$ cat src/rtl/core/cobsd_pkg.sv
// types and constants of the cobs frame decoder
`timescale 1ns / 1ps

package cobsd_pkg;

  localparam int unsigned COUNT_W = 16;
  localparam int unsigned CAP_W   = 16;
  localparam logic [7:0]  CODE_FULL = 8'hFF;

  typedef enum logic [2:0] {
    ST_OK         = 3'd0,
    ST_CODE_DELIM = 3'd1,
    ST_OVERRUN    = 3'd2,
    ST_CAPACITY   = 3'd3,
    ST_BAD_CLOSER = 3'd4
  } status_e;

  typedef enum logic [0:0] {
    CFG_DELIMITER = 1'b0,
    CFG_CAPACITY  = 1'b1
  } cfg_reg_e;

  typedef struct packed {
    logic [7:0] in_byte;
    logic       frame_end;
  } in_req_t;

  typedef struct packed {
    logic [7:0]         out_byte;
    logic               is_status;
    logic [2:0]         frame_status;
    logic [COUNT_W-1:0] decoded_count;
  } out_rsp_t;

endpackage

$ cat src/rtl/core/cobsd_front.sv
// front end: per-byte decode state and generation of result requests
`timescale 1ns / 1ps

module cobsd_front #(
  parameter int unsigned LENGTH_BITS = 16
) (
  input  logic                         clk_i,
  input  logic                         rst_ni,
  input  logic                         in_valid_i,
  output logic                         in_ready_o,
  input  cobsd_pkg::in_req_t           in_data_i,
  input  logic [7:0]                   delim_i,
  input  logic [cobsd_pkg::CAP_W-1:0]  cap_i,
  output logic                         push_valid_o,
  input  logic                         push_ready_i,
  output cobsd_pkg::out_rsp_t          push_data_o
);

  localparam int unsigned CMP_W =
    (LENGTH_BITS > cobsd_pkg::CAP_W) ? LENGTH_BITS : cobsd_pkg::CAP_W;

  logic [7:0]             owed_q, owed_d;
  logic                   due_q, due_d;
  logic [LENGTH_BITS-1:0] len_q, len_d;
  cobsd_pkg::status_e     err_q, err_d;
  cobsd_pkg::status_e     close_st;

  logic             take;
  logic [CMP_W-1:0] len_ext;
  logic [CMP_W-1:0] cap_ext;
  logic             cap_hit;

  assign in_ready_o = push_ready_i;
  assign take       = in_valid_i && push_ready_i;

  // limit is capacity clipped to what the length counter can hold
  assign len_ext = CMP_W'(len_q);
  assign cap_ext = CMP_W'(cap_i);
  assign cap_hit = (len_ext >= cap_ext) || (&len_q);

  // first error wins, then open block, then closer mismatch
  always_comb begin
    close_st = err_q;
    if (close_st == cobsd_pkg::ST_OK && owed_q != 8'd0) begin
      close_st = cobsd_pkg::ST_OVERRUN;
    end
    if (close_st == cobsd_pkg::ST_OK && in_data_i.in_byte != delim_i) begin
      close_st = cobsd_pkg::ST_BAD_CLOSER;
    end
  end

  always_comb begin
    owed_d       = owed_q;
    due_d        = due_q;
    len_d        = len_q;
    err_d        = err_q;
    push_valid_o = 1'b0;
    push_data_o  = '0;
    if (take) begin
      if (in_data_i.frame_end) begin
        push_valid_o              = 1'b1;
        push_data_o.is_status     = 1'b1;
        push_data_o.frame_status  = close_st;
        push_data_o.decoded_count = len_ext[cobsd_pkg::COUNT_W-1:0];
        owed_d = 8'd0;
        due_d  = 1'b0;
        len_d  = '0;
        err_d  = cobsd_pkg::ST_OK;
      end else if (err_q == cobsd_pkg::ST_OK) begin
        if (owed_q != 8'd0) begin
          // data byte of the current block
          if (cap_hit) begin
            err_d = cobsd_pkg::ST_CAPACITY;
          end else begin
            len_d                = len_q + 1'b1;
            owed_d               = owed_q - 8'd1;
            push_valid_o         = 1'b1;
            push_data_o.out_byte = in_data_i.in_byte;
          end
        end else if (due_q && cap_hit) begin
          err_d = cobsd_pkg::ST_CAPACITY;
        end else begin
          // code byte, restoring the delimiter of the previous block first
          if (due_q) begin
            len_d                = len_q + 1'b1;
            due_d                = 1'b0;
            push_valid_o         = 1'b1;
            push_data_o.out_byte = delim_i;
          end
          if (in_data_i.in_byte == delim_i) begin
            err_d = cobsd_pkg::ST_CODE_DELIM;
          end else if (in_data_i.in_byte == 8'd0) begin
            err_d = cobsd_pkg::ST_OVERRUN;
          end else begin
            owed_d = in_data_i.in_byte - 8'd1;
            due_d  = (in_data_i.in_byte != cobsd_pkg::CODE_FULL);
          end
        end
      end
    end
  end

  always_ff @(posedge clk_i or negedge rst_ni) begin
    if (!rst_ni) begin
      owed_q <= 8'd0;
      due_q  <= 1'b0;
      len_q  <= '0;
      err_q  <= cobsd_pkg::ST_OK;
    end else begin
      owed_q <= owed_d;
      due_q  <= due_d;
      len_q  <= len_d;
      err_q  <= err_d;
    end
  end

endmodule

$ cat src/rtl/core/cobsd_queue.sv
// two-entry queue between the decode front end and the output stage
`timescale 1ns / 1ps

module cobsd_queue (
  input  logic                clk_i,
  input  logic                rst_ni,
  input  logic                push_valid_i,
  output logic                push_ready_o,
  input  cobsd_pkg::out_rsp_t push_data_i,
  output logic                pop_valid_o,
  input  logic                pop_ready_i,
  output cobsd_pkg::out_rsp_t pop_data_o
);

  cobsd_pkg::out_rsp_t mem_q [2];
  logic                wr_ptr_q, rd_ptr_q;
  logic [1:0]          cnt_q, cnt_d;
  logic                do_push, do_pop;

  assign push_ready_o = (cnt_q != 2'd2);
  assign pop_valid_o  = (cnt_q != 2'd0);
  assign pop_data_o   = mem_q[rd_ptr_q];

  assign do_push = push_valid_i && push_ready_o;
  assign do_pop  = pop_valid_o && pop_ready_i;

  always_comb begin
    cnt_d = cnt_q;
    if (do_push && !do_pop) begin
      cnt_d = cnt_q + 2'd1;
    end else if (do_pop && !do_push) begin
      cnt_d = cnt_q - 2'd1;
    end
  end

  always_ff @(posedge clk_i) begin
    if (do_push) begin
      mem_q[wr_ptr_q] <= push_data_i;
    end
  end

  always_ff @(posedge clk_i or negedge rst_ni) begin
    if (!rst_ni) begin
      wr_ptr_q <= 1'b0;
      rd_ptr_q <= 1'b0;
      cnt_q    <= 2'd0;
    end else begin
      cnt_q <= cnt_d;
      if (do_push) begin
        wr_ptr_q <= ~wr_ptr_q;
      end
      if (do_pop) begin
        rd_ptr_q <= ~rd_ptr_q;
      end
    end
  end

endmodule

$ cat src/rtl/core/cobsd_back.sv
// back end: output register that hands results to the consumer
`timescale 1ns / 1ps

module cobsd_back (
  input  logic                clk_i,
  input  logic                rst_ni,
  input  logic                pop_valid_i,
  output logic                pop_ready_o,
  input  cobsd_pkg::out_rsp_t pop_data_i,
  output logic                out_valid_o,
  input  logic                out_ready_i,
  output cobsd_pkg::out_rsp_t out_data_o
);

  logic                out_valid_q;
  cobsd_pkg::out_rsp_t out_data_q;

  // refill whenever the register is empty or being drained
  assign pop_ready_o = !out_valid_q || out_ready_i;
  assign out_valid_o = out_valid_q;
  assign out_data_o  = out_data_q;

  always_ff @(posedge clk_i or negedge rst_ni) begin
    if (!rst_ni) begin
      out_valid_q <= 1'b0;
    end else if (pop_ready_o) begin
      out_valid_q <= pop_valid_i;
    end
  end

  always_ff @(posedge clk_i) begin
    if (pop_ready_o && pop_valid_i) begin
      out_data_q <= pop_data_i;
    end
  end

endmodule

$ cat src/rtl/core/cobs_frame_decoder_unit.sv
// Streaming COBS frame decoder. One encoded byte is accepted per clock cycle
// while the queue has room; its result, a decoded byte or frame-end status,
// goes via the two-entry queue to the output register. The rate is set by
// the front end's per-byte update of block counter, pending-delimiter flag,
// length counter, error latch. The two buffers keep input moving while the
// consumer stalls, and input ready drops only once both are full. Decoded
// bytes come out before the status item, so a frame whose status is not
// zero must be discarded by the receiver. Configuration writes are accepted
// at any cycle and are meant to happen only while no frame is in flight.
`timescale 1ns / 1ps

module cobs_frame_decoder_unit #(
  parameter int unsigned LENGTH_BITS = 16
) (
  input  logic                        clk_i,
  input  logic                        rst_ni,
  input  logic                        in_valid_i,
  output logic                        in_ready_o,
  input  cobsd_pkg::in_req_t          in_data_i,
  output logic                        out_valid_o,
  input  logic                        out_ready_i,
  output cobsd_pkg::out_rsp_t         out_data_o,
  input  logic                        cfg_valid_i,
  output logic                        cfg_ready_o,
  input  logic                        cfg_index_i,
  input  logic [cobsd_pkg::CAP_W-1:0] cfg_wdata_i
);

  logic [7:0]                  delim_q;
  logic [cobsd_pkg::CAP_W-1:0] cap_q;

  logic                push_valid, push_ready;
  cobsd_pkg::out_rsp_t push_data;
  logic                pop_valid, pop_ready;
  cobsd_pkg::out_rsp_t pop_data;

  assign cfg_ready_o = 1'b1;

  always_ff @(posedge clk_i or negedge rst_ni) begin
    if (!rst_ni) begin
      delim_q <= 8'd0;
      cap_q   <= '1;
    end else if (cfg_valid_i) begin
      if (cfg_index_i == cobsd_pkg::CFG_DELIMITER) begin
        delim_q <= cfg_wdata_i[7:0];
      end else begin
        cap_q <= cfg_wdata_i;
      end
    end
  end

  cobsd_front #(
    .LENGTH_BITS (LENGTH_BITS)
  ) u_front (
    .clk_i        (clk_i),
    .rst_ni       (rst_ni),
    .in_valid_i   (in_valid_i),
    .in_ready_o   (in_ready_o),
    .in_data_i    (in_data_i),
    .delim_i      (delim_q),
    .cap_i        (cap_q),
    .push_valid_o (push_valid),
    .push_ready_i (push_ready),
    .push_data_o  (push_data)
  );

  cobsd_queue u_queue (
    .clk_i        (clk_i),
    .rst_ni       (rst_ni),
    .push_valid_i (push_valid),
    .push_ready_o (push_ready),
    .push_data_i  (push_data),
    .pop_valid_o  (pop_valid),
    .pop_ready_i  (pop_ready),
    .pop_data_o   (pop_data)
  );

  cobsd_back u_back (
    .clk_i       (clk_i),
    .rst_ni      (rst_ni),
    .pop_valid_i (pop_valid),
    .pop_ready_o (pop_ready),
    .pop_data_i  (pop_data),
    .out_valid_o (out_valid_o),
    .out_ready_i (out_ready_i),
    .out_data_o  (out_data_o)
  );

endmodule

$ cat config.mk
export PLATFORM = sky130hd
export DESIGN_NAME = cobs_frame_decoder_unit
export DESIGN_NICKNAME = d
export VERILOG_FILES = /design/src/rtl/core/cobsd_pkg.sv /design/src/rtl/core/cobsd_front.sv /design/src/rtl/core/cobsd_queue.sv /design/src/rtl/core/cobsd_back.sv /design/src/rtl/core/cobs_frame_decoder_unit.sv
export SDC_FILE = /design/constraint.sdc
export NUM_CORES = 1
export LEC_CHECK = 0
export ABC_AREA = 1
export BUFFER_PORTS_ARGS = -buffer_cell sky130_fd_sc_hd__buf_2
export CORE_UTILIZATION = 40
export CTS_CLUSTER_SIZE = 8
export DETAILED_ROUTE_END_ITERATION = 8
export GPL_ROUTABILITY_DRIVEN = 0
export PLACE_DENSITY = 0.59
export SLEW_MARGIN = 20
export SYNTH_ARGS = -nofsm -noshare
export SYNTH_HDL_FRONTEND = slang
export SYNTH_SLANG_ARGS = --single-unit
$ cat constraint.sdc
create_clock -name clk_i -period 3.8 [get_ports clk_i]
set_clock_uncertainty 0.1 [all_clocks]
set_input_delay 0.57 -clock clk_i [delete_from_list [all_inputs] [get_ports clk_i]]
set_output_delay 0.57 -clock clk_i [all_outputs]
set_load 0.05 [all_outputs]
Word level (Yosys, flattened, before mapping)
Memories as Yosys holds them, arrays and structs flattened. A register that Yosys moved wholly into a read port is not among the register bits. Index checks and enable logic that the tools add are counted.

Register bits after elaboration: 57. Bits of input ports: 31. Word-level logic and storage cells: 107. Memories kept: 1. Bits in writable memories: 56. Output and inout port bits: 31.

Bitwise logic cells: 3. $lt $le $gt $ge: 1. Multiplexer cells: 47. Reductions and logical operators: 29. Equality and inequality tests: 11. $add $sub $neg: 5.

Memories: u_queue.mem_q (depth 2, width 28, rd ports 1, clocked after memory_dff 1, wr ports 1, line cobsd_queue.sv:15) `cobsd_pkg::out_rsp_t mem_q [2];`.

Operators with widths (number): two-way mux 8 bit (13); two-way mux 16 bit (6); two-way mux 28 bit (1); two-way mux 3 bit (9); two-way mux 20 bit (1); adder 16 x 1 -> 16 bit, second input constant (1); greater-or-equal comparator 16 bit (1); AND reduction 16 bit (1); subtractor 8 x 1 -> 8 bit, second input constant (2); two-way mux 1 bit (15); != test 3 x 2 -> 1 bit, second input constant (4); == test 8 bit (1); logical AND 1 bit (8); logical NOT 8 bit (1); != test 8 bit (1); != test 8 bit, second input constant (1); AND reduction 4 bit (2); nonzero test 8 bit (1); logical NOT 3 bit (2); != test 2 bit, second input constant (3); AND reduction 6 bit (1); nonzero test 2 bit (3); AND reduction 5 bit (1); nonzero test 5 bit (1); other kinds (9) (16).

Depth between registers and ports, before layout
Gate-level depths: netlist (run 1).

Depth after elaboration: 13. Gate-level depth with buffers: 17. Mapped depth without buffers: 17.

By module
From an unflattened synthesis (run 1), not the netlist that was laid out.

Cell total of the unflattened synthesis: 729. Area total of the unflattened synthesis: 6894.1 sq um.

Modules (own cells, without submodules): cobsd_front (cells an instance 413, sequential area each 675.6 sq um, area an instance 2727.6 sq um, instances 1); cobsd_queue (cells an instance 175, sequential area each 1781.7 sq um, area an instance 2262.2 sq um, instances 1); cobs_frame_decoder_unit (cells an instance 107, sequential area each 620.6 sq um, area an instance 1018.5 sq um, instances 1); cobsd_back (cells an instance 34, sequential area each 865.8 sq um, area an instance 885.8 sq um, instances 1).

Worst setup path before layout (run 1)
No wires, ideal clock.

Path kind: reg-to-reg. Start point: register cap_q[7] (netlist bit). End point: memory u_queue.mem_q[0][0] (netlist bit) (enable). Period minus slack after synthesis: 3477 ps. Library setup time: 413 ps. Cell stages (with the launch flop): 14. Arrival: 2964 ps. Path buffers: 1. Setup slack: 323 ps. Cells stage by stage: dfstp_2 -> inv_1 -> ha_1 -> nand2_1 -> nor2_1 -> and2_1 -> nor2_1 -> nand2_1 -> nand2_1 -> nand4_4 -> nand2_4 -> clkinv_4 -> buf_8 -> nor2_1.

Cells in the longest elaborated chain, start to end: 11.

Ends and longest elaborated chain: start, declared (line cobs_frame_decoder_unit.sv:30) `logic [cobsd_pkg::CAP_W-1:0] cap_q;`; start signal, assigned (line cobs_frame_decoder_unit.sv:47) `cap_q <= cfg_wdata_i;`; greater-or-equal comparator 16 bit * (line cobsd_front.sv:39) `assign cap_hit = (len_ext >= cap_ext) || (&len_q);`; logical OR 1 bit * (line cobsd_front.sv:39); logical AND 1 bit (line cobsd_front.sv:80) `end else if (due_q && cap_hit) begin`; two-way mux 1 bit (line cobsd_front.sv:80); two-way mux 1 bit * (line cobsd_front.sv:70) `if (owed_q != 8'd0) begin`; two-way mux 1 bit * (line cobsd_front.sv:69) `end else if (err_q == cobsd_pkg::ST_OK) begin`; two-way mux 1 bit * (line cobsd_front.sv:60) `if (in_data_i.frame_end) begin`; two-way mux 1 bit * (line cobsd_front.sv:59) `if (take) begin`; logical AND 1 bit * (line cobsd_queue.sv:24) `assign do_push = push_valid_i && push_ready_o;`; two-way mux 1 bit * (line cobsd_queue.sv:37) `if (do_push) begin`; two-way mux 1 bit (not written as such) * (line cobsd_queue.sv:38) `mem_q[wr_ptr_q] <= push_data_i;`; end, declared (line cobsd_queue.sv:15).

Every way passes the cells marked *; elsewhere a longest branch is shown, timed or not.

Worst setup path in the final report (run 1)
Start point: register cap_q[13] (netlist bit). End point: memory u_queue.mem_q[1][1] (netlist bit) (enable).

The elaborated chain is that of the path after synthesis.

==> results of run 1 <==
path summary, 6_finish.rpt:
kind / start / end / slack (ns) / cells past startpoint
worst max register to register: cap_q[13] / u_queue.mem_q[1][1] / 0.89 / 12
worst min-delay path: rst_ni / u_front.len_ext[12] / 0.06 / 1
min in group clk_i: out_ready_i / u_back.out_valid_o / 0.25 / 2
max in group asynchronous: rst_ni / cap_q[1] / 2.90 / 2
worst min register to register: cap_q[11] / cap_q[11] / 0.38 / 2
worst max-delay path: cap_q[13] / u_queue.mem_q[1][1] / 0.89 / 12
worst register-to-register path: cells and delay by family, from the launching register on:
| family | cells | cell delay [ns] |
|---|---|---|
| and+or+nand+nor | 7 | 0.91 |
| buffers and inverters | 3 | 0.60 |
| adders and majority gates | 1 | 0.30 |
| AOI/OAI and AO/OA | 1 | 0.14 |
| DFF | 1 | 0.51 |
per-stage QoR:
stage / cells / total power, mW / util
2_1_floorplan: 717 / 4.060 / -
3_3_place_gp: 981 / 4.469 / 0.4481
3_5_place_dp: 981 / 4.531 / 0.4481
4_1_cts: 1013 / 6.215 / 0.4852
5_1_grt: 1013 / 6.540 / 0.4854
6_report: 1013 / 6.167 / 0.4854
cells by family (layout without fill, tap and decap cells):
logic type               after synthesis  after routing  synth area share
other                                  1              1         0.0005629
AND/OR/NAND/NOR                      372            372            0.2320
adder cells (fa/ha/maj)               19             19           0.03569
XOR/XNOR                              18             18           0.02367
flip-flops                           140            140            0.5920
AO/OA/AOI/OAI                         68             68           0.05447
buffers and inverters                 99            179           0.06161
report_power, final:
part	switching (mW)	internal [mW]	total, mW
clock network	0.629	1.05	1.68
registers	0.159	2.20	2.36
logic	1.63	0.506	2.13
total	2.41	3.75	6.17
registers in the layout, summed over array words and instances, names as in the netlist, 2 cells and up:
register,flops
cap_q,16
delim_q,8
u_back.out_data_o,28
u_front.err_q,2
u_front.len_ext,16
u_front.owed_q,8
u_queue.cnt_q,2
u_queue.mem_q,56
placed cells by master, fill, tap and decap left out, types with 5 or more instances in the layout:
master,instances
sky130_fd_sc_hd__xnor2_1,9
sky130_fd_sc_hd__dfrtp_1,40
sky130_fd_sc_hd__inv_2,5
sky130_fd_sc_hd__nand2_1,230
sky130_fd_sc_hd__nor2_2,7
sky130_fd_sc_hd__o21ai_1,5
sky130_fd_sc_hd__dfstp_2,16
sky130_fd_sc_hd__inv_1,73
sky130_fd_sc_hd__clkbuf_16,17
sky130_fd_sc_hd__a21oi_1,25
sky130_fd_sc_hd__nor2_1,75
sky130_fd_sc_hd__edfxtp_1,84
sky130_fd_sc_hd__buf_2,59
sky130_fd_sc_hd__buf_4,8
sky130_fd_sc_hd__xor2_1,9
sky130_fd_sc_hd__o21ai_0,29
sky130_fd_sc_hd__nor3_1,9
sky130_fd_sc_hd__nand4_1,8
sky130_fd_sc_hd__ha_1,19
sky130_fd_sc_hd__nand3_1,29
layer usage:
layer	vias to the layer above	part of all wire	track usage
li1	2454	-	-
met1	2255	0.48	0.2307
met2	134	0.46	0.2795
met3	14	0.042	0.03287
met4	0	0.014	0.07099
met5	-	0	0
cell type report:
| cell class | count | area share |
|---|---|---|
| timing repair buffer | 67 | 0.04559 |
| clock inverter | 11 | 0.01862 |
| inverter | 80 | 0.03917 |
| multi-input combinational | 478 | 0.2981 |
| sequential | 140 | 0.5060 |
| tap | 216 | 0.03468 |
| clock buffer | 21 | 0.05779 |
==> Implementation_results.wiki, run 1 <==
{| class="wikitable"
! Metric !! Value
|-
| Status || finished clean
|-
| Final Routed Wirelength || 13,610 um
|-
| Root Driver || sky130_fd_sc_hd__clkbuf_16
|-
| TNS Setup || 0 ns
|-
| Maximum net fanout on the critical path || 29
|-
| Unrepaired setup endpoints after global routing || no
|-
| Post-CTS Hold Fix Bufs || 0
|-
| Share of the synthesized area in the top cell type || 0.3787
|-
| Antenna diode count || 0
|-
| DP Area || between 0.007 and 0.008 sq mm
|-
| Net count after synthesis || 767
|-
| Worst setup margin || 0.8917 ns
|-
| Period utilization || 0.7653
|-
| Top Ports || 62
|-
| Sequential cell area in the final layout || approximately 0.0039 sq mm
|-
| DRC || 0
|-
| Transition time of the tightest slew-check pin || 0.8674 ns
|-
| Rel. slew slack || 0.4203
|-
| Buffering stage count on the worst path with inverters included || 3
|-
| Die Y || 131.1 um
|-
| Clock Path Buffers || 2
|-
| Post-CTS setup repair buffer count || 0
|-
| Sinks on Clock Net || 140
|-
| Flip-flop and latch count after synthesis || 140
|-
| Total track usage || 0.1734
|-
| Setup Crit Path Kind || register to register
|-
| Multi-input combinational cell area || 0.002323 sq mm
|-
| Share of layout cells above drive strength 1 || 0.1706
|-
| Worst EP required || 3.78 ns
|-
| Max Freq || 343.8 MHz
|-
| TritonCTS clock tree || built
|-
| Area added between synthesis and finish || 17.00%
|-
| Global-route wire length before repair || around 22,000 um
|-
| Arrival time worst endpoint || 2.89 ns
|-
| Detailed-route wire length per cell || roughly 13 um
|-
| Final hold violation count || 0
|-
| Maximum level of the CTS H-tree || 4
|-
| Final number of max-transition violations || 0
|-
| Full die area || 0.01717 sq mm
|-
| Kind of end point of the critical path || register
|-
| Critical path's slowest cell || sky130_fd_sc_hd__dfstp_2
|-
| Placeable Area || 0.01606 sq mm
|-
| Count of input and output buffers || 60
|-
| Commonest cells in the netlist || sky130_fd_sc_hd__nand2_1 (230), sky130_fd_sc_hd__edfxtp_1 (84), sky130_fd_sc_hd__nor2_1 (77), sky130_fd_sc_hd__inv_1 (73), sky130_fd_sc_hd__dfrtp_1 (40)
|-
| Vias || 4,857
|-
| Grt total ovfl || 0
|-
| Highest cell delay on the worst timing path || between 0.5 and 0.6 ns
|-
| Effective utilization at floorplan || 0.4148
|-
| Count of distinct cell types in the synthesized netlist || 37
|-
| Maximum number of pins on one net before global-route repair || 47
|-
| Synth Area per Inst || just over 9 sq um
|-
| Async S/R FF share, synth || 0.4000
|-
| CTS-repair resized insts || 0
|-
| Largest delay share family, worst path || simple AND/OR/NAND/NOR gates
|-
| Vias per cell || 4.795
|-
| Count of yosys warnings during synthesis || 0
|-
| Cells along the critical path || inv_1 > ha_1 > a21oi_1 > nor2_1 > nor2_1 > nand2_1 > nor2_2 > nand4_4 > nand2_4 > clkinv_4 > nor2_2 > buf_4
|-
| Post-Syn Area || 0.006661 sq mm
|-
| Clk slew on worst S/H paths || 0.06 ns
|-
| Final critical-path required period || 2.908 ns
|-
| Cell types with the largest area share after synthesis || sky130_fd_sc_hd__edfxtp_1 (38%), sky130_fd_sc_hd__dfrtp_1 (15%), sky130_fd_sc_hd__nand2_1 (13%)
|-
| Drt pass-1 iters || 6
|-
| Final HPWL from detailed placement || 9467 um
|-
| Die span in x || 131.1 um
|-
| Antenna violations before repair || 0
|-
| Post-synth EDFFs || between 80 and 90
|-
| Worst vdd ir || 0.0003802 V
|-
| Placement Setup Slack || 0.7498 ns
|-
| Inserted Clock Buffers || 17
|-
| Final #Nets || 834
|-
| Num rows || 46
|-
| Cell with the most instances after synthesis || sky130_fd_sc_hd__nand2_1
|-
| Leakage Power || between 3 and 4 nW
|-
| Number of violations of the max-capacitance limit || 0
|-
| Leading area contributor after synthesis || sky130_fd_sc_hd__edfxtp_1
|-
| Number of instances in the synthesized netlist || slightly above 700
|-
| Initial detailed-routing violation count || ~440
|-
| Post-detailed-route count of antenna-violating nets || 0
|-
| Clock Latency Late Sink || 0.42 ns
|-
| Worst Setup Start Kind || register
|-
| Most used flip-flop cell after synthesis || sky130_fd_sc_hd__edfxtp_1
|-
| Hold_ws || 0.06289 ns
|-
| Worst hold path type || primary input to asynchronous set/reset pin
|-
| Ratio of total power to cell area || 791.3 mW/mm^2
|-
| Share of synthesized area occupied by flip-flops and latches || 0.5920
|-
| Fillers || about 1,500
|-
| Final Cell Area || 0.007794 sq mm
|-
| Number of endpoints failing setup at the final stage || 0
|-
| Number of global-route vias before repair || 4,517
|}
No activity file was read; power rests on OpenSTA's default activity.
==> inputs of run 2 (changes only) <==
--- a/config.mk
+++ b/config.mk
@@ -11,7 +11,7 @@
 export CTS_CLUSTER_SIZE = 8
 export DETAILED_ROUTE_END_ITERATION = 8
 export GPL_ROUTABILITY_DRIVEN = 0
-export PLACE_DENSITY = 0.59
+export PLACE_DENSITY = 0.62
 export SLEW_MARGIN = 20
 export SYNTH_ARGS = -nofsm -noshare
 export SYNTH_HDL_FRONTEND = slang
==> constraint.sdc (replaced) <==
create_clock -name clk_i -period 2.41 [get_ports clk_i]
set_clock_uncertainty 0.1 [all_clocks]
set_input_delay 0.3615 -clock clk_i [delete_from_list [all_inputs] [get_ports clk_i]]
set_output_delay 0.3615 -clock clk_i [all_outputs]
set_load 0.05 [all_outputs]
==> run 2 against run 1 <==
Compared with the run above:
- fmax is 23% higher
- global-route usage is 0.16 points lower
- count of clock-buffer cells in the layout fell by 2
- highest routed layer unchanged
- largest cell class unchanged
==> Implementation_results.wiki, run 2 (synthesized netlist as in run 1, its figures left out) <==
{| class="wikitable"
! Metric !! Value
|-
| Maximum level of the CTS H-tree || 4 (unchanged)
|-
| Inserted Clock Buffers || 17 (unchanged)
|-
| Clk slew on worst S/H paths || 0.06 ns (about the same)
|-
| Full die area || 0.01717 sq mm (unchanged)
|-
| Worst vdd ir || 0.0006226 V (+64%)
|-
| Grt total ovfl || 0 (unchanged)
|-
| Effective utilization at floorplan || 0.4148 (unchanged)
|-
| Flip-flop count of the largest register, all copies and words added || 56 (unchanged)
|-
| Setup Crit Path Kind || register to register
|-
| Vias || 4,893 (+0.74%)
|-
| TritonCTS clock tree || built
|-
| Area added between synthesis and finish || 23.42%
|-
| WL met3 || 607 um (+5.2%)
|-
| Transition time of the tightest slew-check pin || 0.6290 ns (-0.2384 ns)
|-
| Final #Nets || 869 (+4.2%)
|-
| Die Y || 131.1 um (unchanged)
|-
| Total track usage || 0.1717 (-0.001647)
|-
| DP Area || 0.007532 sq mm (+4.7%)
|-
| Source of the worst hold timing path || out_ready_i
|-
| Terminating pin of the worst hold path || u_back.out_valid_o
|-
| Maximum net fanout on the critical path || 20 (-31%)
|-
| Fillers || 1,480 (-0.40%)
|-
| Detailed-route wire length per cell || 12.92 um (-3.8%)
|-
| Leakage Power || 3.692 nW (+3.5%)
|-
| Worst EP required || 2.43 ns (-1.35 ns)
|-
| Worst Hold Path Cells || 2
|-
| DRC || 0 (unchanged)
|-
| Placeable Area || 0.01606 sq mm (unchanged)
|-
| Launch instance of the worst register-to-register path || cap_q[13]
|-
| Top Ports || 62 (unchanged)
|-
| Number of violations of the max-capacitance limit || 0 (unchanged)
|-
| Arrival time worst endpoint || 2.38 ns (-0.51 ns)
|-
| Root Driver || sky130_fd_sc_hd__clkbuf_16
|-
| Antenna diode count || 0 (unchanged)
|-
| Maximum number of pins on one net before global-route repair || 33 (-30%)
|-
| Rel. slew slack || 0.5807 (+0.1603)
|-
| Drt pass-1 iters || 5 (-1)
|-
| Max Freq || 423.7 MHz (+23%)
|-
| Worst R2R Setup Slack || 0.05 ns (-0.84 ns)
|-
| Unrepaired setup endpoints after global routing || yes
|-
| Most common cell after layout, fill and taps aside || sky130_fd_sc_hd__nand2_1
|-
| Count of input and output buffers || 60 (unchanged)
|-
| Met1 WL || 6525 um (about the same)
|-
| Multi-input combinational cell area || 0.002527 sq mm (+8.8%)
|-
| Top library cells by usage in the layout, fill and taps aside || sky130_fd_sc_hd__nand2_1 (225), sky130_fd_sc_hd__edfxtp_1 (84), sky130_fd_sc_hd__nor2_1 (74)
|-
| Antenna violations before repair || 0 (unchanged)
|-
| Clock Path Buffers || 2 (unchanged)
|-
| Routed length on met2 || 6242 um (-1.2%)
|-
| Final Routed Wirelength || 13,540 um (-0.46%)
|-
| Sequential cell area in the final layout || 0.003944 sq mm (unchanged)
|-
| Status || finished clean
|-
| Clock Latency Late Sink || 0.42 ns (about the same)
|-
| Worst hold path type || primary input to register
|-
| Final HPWL from detailed placement || 9644 um (+1.9%)
|-
| Die span in x || 131.1 um (unchanged)
|-
| Worst Setup Start Kind || register
|-
| Post-detailed-route count of antenna-violating nets || 0 (unchanged)
|-
| Num rows || 46 (unchanged)
|-
| Register name with the most flops || u_queue.mem_q
|-
| Number of global-route vias before repair || 4,524 (+0.15%)
|-
| Global-route wire length before repair || 22,050 um (-0.81%)
|-
| Final Cell Area || 0.008222 sq mm (+5.5%)
|-
| Ratio of total power to cell area || 1185 mW/mm^2 (+50%)
|-
| R2R depth || 12 (unchanged)
|-
| Sinks on Clock Net || 140 (unchanged)
|-
| Final hold violation count || 0 (unchanged)
|-
| Number of endpoints failing setup at the final stage || 0 (unchanged)
|-
| Final critical-path required period || 2.360 ns (-0.5479 ns)
|-
| Top Metal Used || met4
|-
| Initial detailed-routing violation count || 280 (-37%)
|-
| Worst setup margin || 0.04962 ns (-0.8421 ns)
|-
| Placement Setup Slack || -0.003484 ns (-0.7533 ns)
|-
| Period utilization || 0.9794 (+0.2141)
|-
| Vias per cell || 4.669 (-2.6%)
|-
| Final number of max-transition violations || 0 (unchanged)
|-
| Kind of end point of the critical path || register
|-
| Share of layout cells above drive strength 1 || 0.2452 (+0.07455)
|-
| Reg-to-Reg End || u_queue.mem_q[1][2]
|}
run 2: changes by cell type in the layout (fill, tap and decap cells not counted), moves of 3 or more:
cell / previous run / this run
sky130_fd_sc_hd__a21oi_1: 25 / 22
sky130_fd_sc_hd__inv_1: 73 / 61
sky130_fd_sc_hd__ha_4: 0 / 13
sky130_fd_sc_hd__a21oi_2: 0 / 3
sky130_fd_sc_hd__bufinv_16: 3 / 0
sky130_fd_sc_hd__nand2_2: 3 / 8
sky130_fd_sc_hd__nor2_4: 2 / 5
sky130_fd_sc_hd__inv_2: 5 / 17
sky130_fd_sc_hd__nand2_1: 230 / 225
sky130_fd_sc_hd__ha_1: 19 / 6
sky130_fd_sc_hd__inv_6: 0 / 3
sky130_fd_sc_hd__clkinvlp_4: 2 / 5
sky130_fd_sc_hd__buf_4: 8 / 36
run 2: through the flow:
stage | setup TNS, ns | hold WS, ns | cells | total power, mW | util
after global placement | 0 | 0.3210 | 1012 | 7.344 | 0.4691
after floorplan | -9.693 | -0.03409 | 717 | 6.445 | -
after global routing | -2.758 | 0.07287 | 1048 | 10.39 | 0.5120
final | 0 | 0.07173 | 1048 | 9.742 | 0.5120
after CTS | 0 | 0.05458 | 1045 | 9.731 | 0.5028
after detailed placement | -0.003484 | 0.3265 | 1012 | 7.379 | 0.4691
run 2: final cells by class:
cell class              count  area share
multi-input cells         478      0.3074
clock buffers              19     0.05266
well taps                 216     0.03287
flip-flops and latches    140      0.4797
repair buffers            102     0.07883
inverters                  80     0.03713
clock inverters            13     0.01141
run 2: critical path, stage by stage, from the launching register on:
cell and delay [ns]:
sky130_fd_sc_hd__dfstp_2 0.52, sky130_fd_sc_hd__inv_2 0.05, sky130_fd_sc_hd__ha_4 0.23, sky130_fd_sc_hd__a21oi_2 0.13, sky130_fd_sc_hd__nor2_1 0.05, sky130_fd_sc_hd__nor2_1 0.12
sky130_fd_sc_hd__nand2_2 0.08, sky130_fd_sc_hd__nor2_4 0.12, sky130_fd_sc_hd__nand4_4 0.13, sky130_fd_sc_hd__nand2_4 0.13, sky130_fd_sc_hd__clkinv_4 0.08, sky130_fd_sc_hd__nor2_4 0.14
sky130_fd_sc_hd__buf_12 0.18
run 2: worst max-delay path by stage:
stage | from | endpoint | slack (ns) | cells after the start
2_1_floorplan | cap_q[13] | u_queue.mem_q[0][0] | -0.23 | 12
3_3_place_gp | cap_q[9] | u_queue.cnt_q[1] | 0.05 | 15
3_5_place_dp | cap_q[14] | u_queue.cnt_q[1] | -0.003 | 13
4_1_cts | cap_q[5] | u_queue.cnt_q[1] | 0.0004 | 14
5_1_grt | cap_q[7] | u_queue.mem_q[1][14] | -0.08 | 13
6_report | cap_q[13] | u_queue.mem_q[1][2] | 0.05 | 12
run 2: timing repair:
item,4_1_cts,5_1_grt
setup buffers,0,2
endpoints found under the hold margin,14,0
hold buffers,1,0
pin swaps,0,3
resized for setup,1,24
gates cloned,0,1
setup endpoints to repair,1,69
run 2: per-layer routing:
layer / track usage / vias up
met5: 0 / -
met4: 0.05882 / 0
met3: 0.04261 / 14
met2: 0.2658 / 107
met1: 0.2357 / 2239
li1: - / 2533
run 2: where the power goes:
group / switching (mW) / leakage, nW / internal (mW)
Clock: 1.01 / 0.241 / 1.31
Sequential: 0.295 / 1.50 / 3.47
Combinational: 2.61 / 1.95 / 1.04
Total: 3.92 / 3.69 / 5.82
==> inputs of run 3 (changes only) <==
--- a/config.mk
+++ b/config.mk
@@ -12,6 +12,7 @@
 export DETAILED_ROUTE_END_ITERATION = 8
 export GPL_ROUTABILITY_DRIVEN = 0
 export PLACE_DENSITY = 0.62
+export REMOVE_ABC_BUFFERS = 1
 export SLEW_MARGIN = 20
 export SYNTH_ARGS = -nofsm -noshare
 export SYNTH_HDL_FRONTEND = slang
==> run 3 against run 2 <==
Compared with the run above:
- the flow now finishes with violations (negative setup slack)
- count of clock-buffer cells in the layout increased by 2
- combinational power increased by 5%
- first-iteration DRC count increased by 8.9%
- die area unchanged
- register-to-register slack lost 0.05 ns
- critical path type unchanged
- critical endpoint is now u_queue.cnt_q[1]
- largest cell class unchanged
==> Implementation_results.wiki, run 3 (synthesized netlist as in run 1, its figures left out) <==
{| class="wikitable"
! Metric !! Value
|-
| Die span in x || 131.1 um (unchanged)
|-
| Source of the worst hold timing path || out_ready_i
|-
| Effective utilization at floorplan || 0.4148 (unchanged)
|-
| Grt total ovfl || 0 (unchanged)
|-
| Vias per cell || 4.663 (-0.13%)
|-
| Largest delay share family, worst path || simple AND/OR/NAND/NOR gates
|-
| Most common cell after layout, fill and taps aside || sky130_fd_sc_hd__nand2_1
|-
| Final Routed Wirelength || 13,710 um (+1.3%)
|-
| Antenna violations before repair || 0 (unchanged)
|-
| Max Freq || 414.3 MHz (-2.2%)
|-
| Ratio of total power to cell area || 1214 mW/mm^2 (+2.5%)
|-
| Number of violations of the max-capacitance limit || 0 (unchanged)
|-
| Final HPWL from detailed placement || 9359 um (-3.0%)
|-
| Final Cell Area || 0.008533 sq mm (+3.8%)
|-
| Placed Cells incl. Taps || 1,022 (+0.99%)
|-
| Terminating pin of the worst hold path || u_back.out_valid_o
|-
| Total track usage || 0.1711 (-0.0006563)
|-
| Final #Nets || 880 (+1.3%)
|-
| Unrepaired setup endpoints after global routing || yes
|-
| Final number of max-transition violations || 0 (unchanged)
|-
| Maximum number of pins on one net before global-route repair || 33 (unchanged)
|-
| DRC || 0 (unchanged)
|-
| Critical path's slowest cell || sky130_fd_sc_hd__dfstp_2
|-
| Vias || 4,938 (+0.92%)
|-
| Die Y || 131.1 um (unchanged)
|-
| Count of input and output buffers || 60 (unchanged)
|-
| Detailed-route wire length per cell || 12.95 um (+0.21%)
|-
| Status || finished with violations
|-
| Leakage Power || 3.851 nW (+4.3%)
|-
| Top library cells by usage in the layout, fill and taps aside || sky130_fd_sc_hd__nand2_1 (218), sky130_fd_sc_hd__edfxtp_1 (84), sky130_fd_sc_hd__nor2_1 (74)
|-
| Area added between synthesis and finish || 28.10%
|-
| Launch instance of the worst register-to-register path || cap_q[11]
|-
| Highest cell delay on the worst timing path || 0.52 ns (about the same)
|-
| Clock Latency Late Sink || 0.43 ns (about the same)
|-
| Inserted Clock Buffers || 17 (unchanged)
|-
| Worst setup margin || -0.003850 ns (-0.05347 ns)
|-
| Root Driver || sky130_fd_sc_hd__clkbuf_16
|-
| Worst Hold Path Cells || 2 (unchanged)
|-
| Arrival time worst endpoint || 2.62 ns (+0.24 ns)
|-
| Antenna diode count || 0 (unchanged)
|-
| Sinks on Clock Net || 140 (unchanged)
|-
| Number of global-route vias before repair || 4,473 (-1.1%)
|-
| Fillers || 1,418 (-4.2%)
|-
| Worst Setup Start Kind || register
|-
| Register name with the most flops || u_queue.mem_q
|-
| DP Area || 0.007528 sq mm (about the same)
|-
| TritonCTS clock tree || built
|-
| Worst EP required || 2.62 ns (+0.19 ns)
|-
| Final standard cell utilization of the core || 0.5314 (+0.01940)
|-
| Num rows || 46 (unchanged)
|-
| Final hold violation count || 0 (unchanged)
|-
| Initial detailed-routing violation count || 305 (+8.9%)
|-
| Cells along the critical path || inv_2 > ha_4 > nand2_2 > inv_2 > nand3_4 > nor3_4 > nand2_2 > nand4_4 > nand2_4 > buf_12 > ha_4 > a21oi_2 > o21ai_2 > xor2_1
|-
| Worst R2R Setup Slack || -0.004 ns (-0.05 ns)
|-
| Worst vdd ir || 0.0007054 V (+13%)
|-
| Setup Crit Path Kind || register to register
|-
| Clock Path Buffers || 2 (unchanged)
|-
| Final critical-path required period || 2.414 ns (+0.05347 ns)
|-
| Maximum level of the CTS H-tree || 4 (unchanged)
|-
| Violated checks || negative setup slack
|-
| Kind of end point of the critical path || register
|-
| Maximum net fanout on the critical path || 4 (-80%)
|-
| Reg-to-Reg End || u_queue.cnt_q[1]
|-
| Finished Layout Cells || 1,059 (+1.0%)
|-
| Final Total Pwr || 10.36 mW (+6.4%)
|-
| Buffering stage count on the worst path with inverters included || 3 (unchanged)
|-
| Post-detailed-route count of antenna-violating nets || 0 (unchanged)
|-
| Share of layout cells above drive strength 1 || 0.2705 (+0.02527)
|-
| Drt pass-1 iters || 5 (unchanged)
|-
| Placeable Area || 0.01606 sq mm (unchanged)
|-
| Flip-flop count of the largest register, all copies and words added || 56 (unchanged)
|-
| Top Ports || 62 (unchanged)
|-
| Full die area || 0.01717 sq mm (unchanged)
|-
| Worst hold path type || primary input to register
|-
| Global-route wire length before repair || 21,820 um (-1.0%)
|-
| Period utilization || 1.002 (+0.02219)
|-
| Number of endpoints failing setup at the final stage || 1 (+1)
|-
| R2R depth || 14 (+2)
|-
| Clk slew on worst S/H paths || 0.06 ns (about the same)
|}
==> run 3: changes by cell type in the layout (fill, tap and decap cells not counted), moves of 2 or more <==
| cell | before | now |
|---|---|---|
| sky130_fd_sc_hd__a211oi_1 | 4 | 2 |
| sky130_fd_sc_hd__a211oi_2 | 0 | 2 |
| sky130_fd_sc_hd__buf_4 | 36 | 45 |
| sky130_fd_sc_hd__bufinv_16 | 0 | 5 |
| sky130_fd_sc_hd__clkbuf_1 | 2 | 4 |
| sky130_fd_sc_hd__clkinvlp_4 | 5 | 1 |
| sky130_fd_sc_hd__inv_6 | 3 | 1 |
| sky130_fd_sc_hd__nand2_1 | 225 | 218 |
| sky130_fd_sc_hd__nand2_2 | 8 | 13 |
| sky130_fd_sc_hd__nand2_4 | 1 | 3 |
| sky130_fd_sc_hd__nor3_1 | 9 | 7 |
==> run 3: worst max-delay path by stage <==
stage	depth (start not counted)	to	from
after floorplan	12	u_queue.mem_q[1][0]	cap_q[7]
after global placement	13	u_queue.cnt_q[1]	cap_q[13]
after detailed placement	13	u_queue.cnt_q[1]	cap_q[11]
after CTS	12	u_queue.mem_q[1][10]	cap_q[13]
after global routing	15	u_queue.cnt_q[1]	cap_q[7]
final	14	u_queue.cnt_q[1]	cap_q[11]
==> run 3: metrics by stage <==
step | hold WS, ns | TNS [ns] | worst slack (ns)
6_report | 0.03889 | -0.003850 | -0.003850
5_1_grt | 0.07122 | -3.463 | -0.1164
4_1_cts | 0.02110 | -1.566 | -0.03664
3_5_place_dp | 0.2145 | -0.5504 | -0.08798
3_3_place_gp | 0.2211 | -0.03866 | -0.02975
2_1_floorplan | -0.03409 | -70.82 | -1.066
==> run 3: layout make-up <==
cell class / instances / area, sq um / share of cell area
Clock inverter: 11 / 192.7 / 0.02258
Timing Repair Buffer: 113 / 767.0 / 0.08988
Inverter: 80 / 305.3 / 0.03578
Tap cell: 216 / 270.3 / 0.03167
Sequential cell: 140 / 3944 / 0.4622
Multi-Input combinational cell: 478 / 2614 / 0.3063
Clock buffer: 21 / 440.4 / 0.05161
==> run 3: repair_timing <==
| action | in CTS | in global routing |
|---|---|---|
| hold endpoints to repair | 12 | 0 |
| pin swaps | 4 | 29 |
| hold buffers | 1 | 0 |
| setup buffers | 0 | 2 |
| endpoints found under the setup margin | 56 | 87 |
| gates cloned | 0 | 2 |
| gates resized for setup | 7 | 51 |
==> run 3: report_power, final <==
group / switching, mW / internal, mW / leakage (nW)
sequential: 0.242 / 3.47 / 1.50
clock: 0.974 / 1.83 / 0.303
combinational: 2.72 / 1.12 / 2.05
==> run 3: per-layer routing <==
layer,part of all wire,wire (um),vias up,GRT usage
met5,0,0,-,0
met4,0.014,188,0,0.07302
met3,0.038,524,16,0.03896
met2,0.47,6473,103,0.2633
met1,0.48,6528,2269,0.2324
li1,-,-,2550,-
